File: src/design/mof_pkg.sv
// ----------------------------------------------------------------------------
// mof_pkg
// Shared constants and types of the median-of-five sample filter.
// ----------------------------------------------------------------------------
package mof_pkg;

	localparam int WINDOW_SIZE  = 5;
	localparam int HIGH_W       = 8;
	localparam int LOW_W        = 4;
	localparam int SAMPLE_W     = HIGH_W + LOW_W;
	localparam int SLOT_W       = $clog2(WINDOW_SIZE);
	localparam int MEDIAN_INDEX = (WINDOW_SIZE - 1) / 2;
	localparam int QUEUE_DEPTH  = 2;
	localparam int QPTR_W       = $clog2(QUEUE_DEPTH);
	localparam int QCNT_W       = $clog2(QUEUE_DEPTH + 1);

	typedef logic [SAMPLE_W-1:0] sample_t;
	typedef logic [SLOT_W-1:0]   slot_t;

	typedef struct packed {
		sample_t sample;
		slot_t   slot;
		logic    last;
	} mof_entry_t;

endpackage

File: src/design/mof_if.sv
// ----------------------------------------------------------------------------
// mof_sample_if / mof_median_if
// Valid/ready channels for incoming converter samples and outgoing medians.
// ----------------------------------------------------------------------------
interface mof_sample_if;
	import mof_pkg::*;

	logic              valid;
	logic              ready;
	logic [HIGH_W-1:0] sample_high;
	logic [LOW_W-1:0]  sample_low;

	modport source (output valid, output sample_high, output sample_low, input ready);
	modport sink   (input valid, input sample_high, input sample_low, output ready);
endinterface

interface mof_median_if;
	import mof_pkg::*;

	logic                valid;
	logic                ready;
	logic [SAMPLE_W-1:0] median_value;

	modport source (output valid, output median_value, input ready);
	modport sink   (input valid, input median_value, output ready);
endinterface

File: src/design/median_of_five_sample_filter.sv
// ----------------------------------------------------------------------------
// median_of_five_sample_filter
// Joins 8+4 bit converter samples, sorts each window of five as it fills
// and emits the median once per window.
//
//   channel   dir   fields                     request
//   samples   in    sample_high, sample_low    one converter sample
//   medians   out   median_value               one median per five samples
//
// One sample per cycle is accepted while the two-entry queue has room.
// A median becomes valid once its fifth sample has passed through the queue:
// the sample is held in the queue, and the sorted insert loads the output
// register as it leaves.
// Reset clears the slot counter, queue and output valid; window contents
// are not reset. A stalled median blocks the next window-closing sample and
// those queued behind it; earlier samples keep flowing into the window.
// ----------------------------------------------------------------------------
module median_of_five_sample_filter (
	input logic         clk,
	input logic         arst_n,
	mof_sample_if.sink  samples,
	mof_median_if.source medians
);
	import mof_pkg::*;

	logic       push;
	logic       push_ready;
	mof_entry_t push_entry;
	logic       pop;
	logic       pop_valid;
	mof_entry_t pop_entry;

	mof_front u_front (
		.clk        (clk),
		.arst_n     (arst_n),
		.samples    (samples),
		.push       (push),
		.push_entry (push_entry),
		.push_ready (push_ready)
	);

	mof_queue u_queue (
		.clk        (clk),
		.arst_n     (arst_n),
		.push       (push),
		.push_entry (push_entry),
		.push_ready (push_ready),
		.pop_valid  (pop_valid),
		.pop_entry  (pop_entry),
		.pop        (pop)
	);

	mof_back u_back (
		.clk       (clk),
		.arst_n    (arst_n),
		.pop_valid (pop_valid),
		.pop_entry (pop_entry),
		.pop       (pop),
		.medians   (medians)
	);

endmodule

File: src/design/mof_front.sv
// ----------------------------------------------------------------------------
// mof_front
// Joins the sample halves, tags each request with its slot in the window
// and marks the one that completes it.
// ----------------------------------------------------------------------------
module mof_front (
	input  logic                clk,
	input  logic                arst_n,
	mof_sample_if.sink          samples,
	output logic                push,
	output mof_pkg::mof_entry_t push_entry,
	input  logic                push_ready
);
	import mof_pkg::*;

	slot_t slot_q;
	logic  is_last;

	assign is_last           = (slot_q == SLOT_W'(WINDOW_SIZE - 1));
	assign samples.ready     = push_ready;
	assign push              = samples.valid;
	assign push_entry.sample = {samples.sample_high, samples.sample_low};
	assign push_entry.slot   = slot_q;
	assign push_entry.last   = is_last;

	always_ff @(posedge clk or negedge arst_n) begin
		if (!arst_n) begin
			slot_q <= '0;
		end else if (push && push_ready) begin
			slot_q <= is_last ? '0 : slot_q + SLOT_W'(1);
		end
	end

`ifndef NO_ASSERTIONS
	a_slot_wraps: assert property (@(posedge clk) disable iff (!arst_n)
		(push && push_ready && is_last) |=> (slot_q == '0))
		else $error("slot counter did not wrap after a full window");
`endif

endmodule

File: src/design/mof_queue.sv
// ----------------------------------------------------------------------------
// mof_queue
// Short queue between front and back so each side can stall on its own.
// ----------------------------------------------------------------------------
module mof_queue (
	input  logic                clk,
	input  logic                arst_n,
	input  logic                push,
	input  mof_pkg::mof_entry_t push_entry,
	output logic                push_ready,
	output logic                pop_valid,
	output mof_pkg::mof_entry_t pop_entry,
	input  logic                pop
);
	import mof_pkg::*;

	mof_entry_t        mem_q [QUEUE_DEPTH];
	logic [QPTR_W-1:0] wr_ptr_q;
	logic [QPTR_W-1:0] rd_ptr_q;
	logic [QCNT_W-1:0] count_q;
	logic              do_push;
	logic              do_pop;

	assign push_ready = (count_q != QCNT_W'(QUEUE_DEPTH));
	assign pop_valid  = (count_q != '0);
	assign pop_entry  = mem_q[rd_ptr_q];
	assign do_push    = push && push_ready;
	assign do_pop     = pop && pop_valid;

	always_ff @(posedge clk) begin
		if (do_push) begin
			mem_q[wr_ptr_q] <= push_entry;
		end
	end

	always_ff @(posedge clk or negedge arst_n) begin
		if (!arst_n) begin
			wr_ptr_q <= '0;
			rd_ptr_q <= '0;
			count_q  <= '0;
		end else begin
			if (do_push) begin
				wr_ptr_q <= (wr_ptr_q == QPTR_W'(QUEUE_DEPTH - 1)) ? '0 : wr_ptr_q + QPTR_W'(1);
			end
			if (do_pop) begin
				rd_ptr_q <= (rd_ptr_q == QPTR_W'(QUEUE_DEPTH - 1)) ? '0 : rd_ptr_q + QPTR_W'(1);
			end
			case ({do_push, do_pop})
				2'b10:   count_q <= count_q + QCNT_W'(1);
				2'b01:   count_q <= count_q - QCNT_W'(1);
				default: count_q <= count_q;
			endcase
		end
	end

`ifndef NO_ASSERTIONS
	a_count_bound: assert property (@(posedge clk) disable iff (!arst_n)
		count_q <= QCNT_W'(QUEUE_DEPTH))
		else $error("queue count beyond depth");
	a_ptr_gap: assert property (@(posedge clk) disable iff (!arst_n)
		(count_q == '0 || count_q == QCNT_W'(QUEUE_DEPTH)) |-> (wr_ptr_q == rd_ptr_q))
		else $error("queue pointers disagree with count");
`endif

endmodule

File: src/design/mof_back.sv
// ----------------------------------------------------------------------------
// mof_back
// Sorted-insert chain over the window; emits the middle entry when the
// window completes.
// ----------------------------------------------------------------------------
module mof_back (
	input  logic                clk,
	input  logic                arst_n,
	input  logic                pop_valid,
	input  mof_pkg::mof_entry_t pop_entry,
	output logic                pop,
	mof_median_if.source        medians
);
	import mof_pkg::*;

	sample_t win_q   [WINDOW_SIZE];
	sample_t win_new [WINDOW_SIZE];
	logic    gtv     [WINDOW_SIZE];
	logic    med_valid_q;
	sample_t med_value_q;
	logic    back_ready;

	assign back_ready           = !pop_entry.last || !med_valid_q || medians.ready;
	assign pop                  = pop_valid && back_ready;
	assign medians.valid        = med_valid_q;
	assign medians.median_value = med_value_q;

	// entries at or past the slot are stale and ignored
	always_comb begin
		for (int i = 0; i < WINDOW_SIZE; i++) begin
			gtv[i] = (SLOT_W'(i) < pop_entry.slot) && (win_q[i] > pop_entry.sample);
		end
		win_new[0] = (gtv[0] || pop_entry.slot == '0) ? pop_entry.sample : win_q[0];
		for (int i = 1; i < WINDOW_SIZE; i++) begin
			if (gtv[i] || (SLOT_W'(i) == pop_entry.slot)) begin
				win_new[i] = gtv[i-1] ? win_q[i-1] : pop_entry.sample;
			end else begin
				win_new[i] = win_q[i];
			end
		end
	end

	always_ff @(posedge clk) begin
		if (pop) begin
			win_q <= win_new;
			if (pop_entry.last) begin
				med_value_q <= win_new[MEDIAN_INDEX];
			end
		end
	end

	always_ff @(posedge clk or negedge arst_n) begin
		if (!arst_n) begin
			med_valid_q <= 1'b0;
		end else if (pop && pop_entry.last) begin
			med_valid_q <= 1'b1;
		end else if (medians.ready) begin
			med_valid_q <= 1'b0;
		end
	end

`ifndef NO_ASSERTIONS
	a_last_emits: assert property (@(posedge clk) disable iff (!arst_n)
		(pop && pop_entry.last) |=> med_valid_q)
		else $error("completed window produced no median");
	a_no_overwrite: assert property (@(posedge clk) disable iff (!arst_n)
		(pop && pop_entry.last) |-> (!med_valid_q || medians.ready))
		else $error("pending median overwritten");
`endif

endmodule
File: src/flat_wrapper.sv
// flat-port wrapper written by rule: the top's interface ports become plain ports
module median_of_five_sample_filter_flat import mof_pkg::*;
  (clk, arst_n, samples_valid, samples_sample_high, samples_sample_low, samples_ready, medians_valid, medians_median_value, medians_ready);
  mof_sample_if samples_i ();
  mof_median_if medians_i ();
  input logic clk;
  input logic arst_n;
  input wire logic [$bits(samples_i.valid)-1:0] samples_valid;
  input wire logic [$bits(samples_i.sample_high)-1:0] samples_sample_high;
  input wire logic [$bits(samples_i.sample_low)-1:0] samples_sample_low;
  output wire logic [$bits(samples_i.ready)-1:0] samples_ready;
  output wire logic [$bits(medians_i.valid)-1:0] medians_valid;
  output wire logic [$bits(medians_i.median_value)-1:0] medians_median_value;
  input wire logic [$bits(medians_i.ready)-1:0] medians_ready;
  assign samples_i.valid = samples_valid;
  assign samples_i.sample_high = samples_sample_high;
  assign samples_i.sample_low = samples_sample_low;
  assign samples_ready = samples_i.ready;
  assign medians_valid = medians_i.valid;
  assign medians_median_value = medians_i.median_value;
  assign medians_i.ready = medians_ready;
  median_of_five_sample_filter u_core (.clk(clk), .arst_n(arst_n), .samples(samples_i), .medians(medians_i));
endmodule
File: config.mk
export PLATFORM = sky130hd
export DESIGN_NAME = median_of_five_sample_filter_flat
export DESIGN_NICKNAME = d
export VERILOG_FILES = /design/src/design/mof_pkg.sv /design/src/design/mof_if.sv /design/src/design/median_of_five_sample_filter.sv /design/src/design/mof_front.sv /design/src/design/mof_queue.sv /design/src/design/mof_back.sv /design/src/flat_wrapper.sv
export SDC_FILE = /design/constraint.sdc
export NUM_CORES = 1
export LEC_CHECK = 0
export CAP_MARGIN = 20
export CORE_MARGIN = 10
export CORE_UTILIZATION = 40
export CTS_CLUSTER_SIZE = 10
export DETAILED_ROUTE_END_ITERATION = 16
export DONT_BUFFER_PORTS = 1
export HOLD_SLACK_MARGIN = 0.03
export PLACE_DENSITY_LB_ADDON = 0.25
export SLEW_MARGIN = 10
export SYNTH_ARGS = -nofsm -noshare
export SYNTH_HDL_FRONTEND = slang
export SYNTH_HIERARCHICAL = 1
export SYNTH_SLANG_ARGS = --single-unit
File: constraint.sdc
create_clock -name clk -period 4.55 [get_ports clk]
set_input_delay 0.91 -clock clk [delete_from_list [all_inputs] [get_ports clk]]
set_output_delay 0.91 -clock clk [all_outputs]
set_load 0.02 [all_outputs]
======== Word-level counts from Yosys, hierarchy flattened ========
Memory sizes are Yosys's and may differ from the RTL's.
Cells that the tools add are included.
W data, S select, Z words.
storage, ports and cells
  register bits ........................... 56
  bits in latches ......................... 0
  memory bits (writable) .................. 32
  bits in read-only memories .............. 0
  bits of input ports ..................... 16
  output and inout port bits .............. 14
  word-level logic and storage cells ...... 59
  memories kept ........................... 1
cells by class
  add/subtract/negate cells ............... 5
  multiply operators ...................... 0
  div/mod/pow operators ................... 0
  magnitude comparators ................... 6
  equal/unequal tests ..................... 6
  shift-type cells ........................ 0
  muxes and demuxes ....................... 11
  bitwise gates (word level) .............. 0
  reductions and logical operators ........ 21
memory list
  name                  depth  bits a word  read ports  clocked after Yosys merged registers in  write ports  RTL line         text
  u_core.u_queue.mem_q  2      16           1           0                                        1            mof_queue.sv:17  mof_entry_t mem_q [QUEUE_DEPTH];
operators by type and width
  operator               number
  $gt A12 B12 Y1         3
  $mux W12               3
  $logic_and A1 B1 Y1    7
  $lt A1 B3 Y1 const A   2
  $mux W1                6
  $reduce_and A2 Y1      3
  $reduce_bool A2 Y1     3
  $logic_or A1 B1 Y1     5
  $pmux W2 S2            1
  $add A3 B1 Y3 const B  1
  $eq A1 B3 Y1 const A   1
  $eq A2 B3 Y1 const A   1
  $eq A3 B3 Y1 const B   1
  $logic_not A3 Y1       1
  $lt A2 B3 Y1 const A   1
  $mux W3                1
  $add A1 B1 Y1 const B  2
  $add A2 B1 Y2 const B  1
  $eq A2 B1 Y1 const B   1
  $eq A2 B2 Y1 const B   1
  $logic_not A1 Y1       2
  $ne A2 B2 Y1 const B   1
  $sub A2 B1 Y2 const B  1

======== Depth between registers and ports, before layout ========
An unclocked memory read counts as a cell.
  depth in word-level cells ............... 8
  gate-level depth with buffers ........... 12
  depth with buffers taken out ............ 9

======== By module ========
The synthesis kept the hierarchy.
modules (own cells, without submodules)
  module     times used  cells an instance  area an instance (um2)  seq. area each (um2)
  mof_back   1           218                2921.6                  1466.4
  mof_queue  1           67                 1358.8                  1061.0
  mof_front  1           31                 289.0                   75.1

======== Worst setup path after synthesis ========
No wires, ideal clock.
  kind .................................... register to register
  start ................................... register u_core.u_queue.rd_ptr_q
  end ..................................... register u_core/u_back/win_q[36] (netlist name), enable pin
  library setup time ...................... 399 ps
  data arrival time ....................... 3186 ps
  required time ........................... 4151 ps
  path slack .............................. 965 ps
  stages on the path, launching flop included .. 13
  buffers on the path ..................... 3
  clock period less this slack ............ 3585 ps
  cell sequence ........................... dfrtp_1 buf_6 buf_6 mux2_2 inv_1 ha_1 nand4_1 nor3_2 o21ai_1 a32oi_2 buf_6 o21ai_0 a21boi_0
RTL lines
  what                    RTL line         text
  from (decl)             mof_queue.sv:19  logic [QPTR_W-1:0] rd_ptr_q;
  from (signal assigned)  mof_queue.sv:46  rd_ptr_q <= (rd_ptr_q == QPTR_W'(QUEUE_DEPTH - 1)) ? '0 : rd_ptr_q + QPTR_W'(1);
  to (signal assigned)    mof_back.sv:45   win_q <= win_new;
  to (decl)               mof_back.sv:16   sample_t win_q [WINDOW_SIZE];

==> impl_metrics.json <==
{
  "ctsLongestPathBuffers": 2,
  "ant_nets": 0,
  "core-area_mm2": 0.01103,
  "synth.most_common_cell": "edfxtp_1",
  "initial_core_util_pct": 41.42,
  "crit_type": "register to register",
  "num-nets-final": 365,
  "antenna_found_initial": 0,
  "dieArea_mm2": 0.01610,
  "io_buffers": 0,
  "drcViolationCount": 0,
  "grt_max_degree": 18,
  "finalHoldViolCount": 0,
  "setup_violations": 0,
  "synth_area_per_cell_um2": 14.46,
  "clock_skew_ns": 0.007959,
  "crit_top_cell": "mux2_2",
  "die_w_um": 126.9,
  "required_ns": 4.64,
  "synth_area_mm2": 0.004569,
  "wl_per_cell_um": 16.85,
  "start_kind": "register",
  "cts_tree": "yes",
  "setup_tns_ns": 0,
  "grt_pass1_wl_um": 12820,
  "clk_root_buffer_cell": "clkbuf_16",
  "synth_largest_area_cell": "edfxtp_1",
  "async_flop_share_pct": 9.091,
  "rsz0062_at_grt": "false",
  "timing.final.crit_share_pct": 78.13,
  "overflow": 0,
  "vias": 2325,
  "synth_flop_cell": "edfxtp_1",
  "ys_warn_count": 6,
  "drt_pass1_iterations": 4,
  "cap_violations": 0,
  "yosysSeqAreaShare_pct": 56.96,
  "outcome": "completed",
  "cpPeakStageDelay_ns": 0.82,
  "n_antenna_cell": 0,
  "io_pins": 30,
  "drive_gt1_share_pct": 23.49,
  "post-dp-hpwl_um": 5690,
  "fin_crit_ns": 3.555,
  "max_slew_margin_pct": 48.86,
  "synth_fp_nets": 371,
  "worstMarginPinSlew_ns": 0.7671,
  "arrival_ns": 3.64,
  "cts_setup_buffers": 0,
  "ys_top_cells_by_area": "edfxtp_1 (53%), ha_1 (11%), mux2_2 (7.4%)",
  "synth_cells": 316,
  "routed_via_density": 5.110,
  "wl_um": 7665,
  "cp_slowest_cell": "dfrtp_1",
  "drt-initial-drc-count": 101,
  "cp-end-kind": "register",
  "synth_seq_cells": 88,
  "crit_fanout": 17,
  "clkLatencyLatePin_ns": 0.34,
  "worstHoldPathType": "input pin to async pin",
  "grt_pass1_vias": 2514,
  "ctsHtreeMaxLevel": 3,
  "post_cts_resized": 0,
  "synth.distinct_cells": 48,
  "synthToLayoutAreaGrowth_pct": 7.366,
  "cts_made_buffers": 9,
  "path_cells": "mux2_2 -> inv_1 -> ha_1 -> nand4_1 -> or2_1 -> o221a_2 -> nor3b_2 -> buf_4 -> mux2_2",
  "die_y_um": 126.9,
  "rows": 38,
  "gp_congestion": 0.7842,
  "synth_top_area_share_pct": 52.57,
  "clock_sinks": 88,
  "drv_slew": 0,
  "max_freq_mhz": 281.3,
  "cts.reportedPaths.clkPinSlew_ns": 0.06,
  "synthTopCellsByCount": "edfxtp_1 (80), ha_1 (39), mux2_2 (30), inv_1 (18)",
  "grtUsageTotal_pct": 9.978,
  "synth_edf_count": 80,
  "hold_buffers": 0
}
layer usage:
layer  track usage (%)  up-vias  wire length, um
met5                 0        -                0
met4             2.813        0               87
met3             4.332       10              380
met2             15.31       38             3471
met1             12.49     1113             3725
li1                  -     1164                -
sequential cells by signal (all words and copies together) (netlist names):
register,count
u_core/u_queue/count_q,2
u_core/u_queue/rd_ptr_q,1
u_core/u_queue/mem_q,32
u_core/u_back/win_q,36
u_core/u_back/medians.valid,1
u_core/u_back/medians.median_value,12
u_core/u_queue/wr_ptr_q,1
u_core/u_front/slot_q,3
worst max-delay path: cells and delay by family, from the launching register on:
| kind | cells | cell delay (ns) |
|---|---|---|
| AOI/OAI and AO/OA | 1 | 0.27 |
| buffers and inverters | 2 | 0.42 |
| muxes | 2 | 0.79 |
| adders and majority gates | 1 | 0.18 |
| and+or+nand+nor | 3 | 0.82 |
| DFF | 1 | 0.82 |
final cells by class:
cell class | instances | area, um^2
multi-input combinational | 188 | 1722
sequential | 88 | 2603
fill | 977 | 6125
inverter | 18 | 67.56
clock inverter | 4 | 55.05
timing repair buffer | 5 | 37.54
clock buffer | 12 | 246.5
tap | 140 | 175.2
final timing paths:
path,to,depth (start not counted),startpoint,slack (ns)
min in group clk,u_core/u_queue/count_q[1],1,u_core/u_queue/count_q[1],0.49
worst min-delay path,u_core/u_front/slot_q[2],0,arst_n,0.26
worst max-delay path,u_core/u_back/win_q[46],9,u_core/u_queue/rd_ptr_q,0.99
worst max register to register,u_core/u_back/win_q[46],9,u_core/u_queue/rd_ptr_q,0.99
worst min register to register,u_core/u_queue/count_q[1],1,u_core/u_queue/count_q[1],0.49
max in group asynchronous,u_core/u_back/medians.valid,0,arst_n,4.22
through the flow:
step	cell area, um^2	worst slack [ns]	utilization, %	instances	hold WS [ns]
2_1_floorplan	4569	0.9650	-	316	0.4564
3_3_place_gp	4604	0.9684	41.74	439	0.4771
3_5_place_dp	4604	0.9733	41.74	439	0.4824
4_1_cts	4906	0.9540	44.48	455	0.2484
5_1_grt	4906	0.8047	44.48	455	0.2369
6_report	4906	0.9949	44.48	455	0.2601
kinds of logic (layout without fill, tap and decap cells):
| kind of cell | count (synthesis) | count (layout) | share of synthesized area [%] |
|---|---|---|---|
| mux | 53 | 53 | 13.53 |
| fa+ha+maj | 39 | 39 | 10.68 |
| simple gates | 47 | 47 | 6.134 |
| buf+inv | 40 | 39 | 5.367 |
| compound gates | 44 | 44 | 6.380 |
| xor+xnor | 5 | 5 | 0.9586 |
| flops | 88 | 88 | 56.95 |
layout by cell type (no fill, tap or decap), types with 2 or more instances in the layout:
cell / n
xor2_1: 2
or2_2: 2
dfrtp_1: 8
buf_4: 5
edfxtp_1: 80
nor2_1: 7
nand2_1: 7
and2_1: 2
and3_1: 2
a21oi_1: 9
or2_1: 2
nor2b_1: 2
clkbuf_16: 9
clkbuf_1: 2
ha_1: 39
and2_4: 2
nand4_1: 6
mux2_2: 30
nand3_1: 4
mux2i_1: 13
xnor2_1: 3
inv_1: 18
o21ai_0: 16
a21o_1: 8
mux2_4: 10
Power is left out: the tool's default activity adds up to more than one toggle a clock period on the data nets, which glitch-free logic cannot reach.
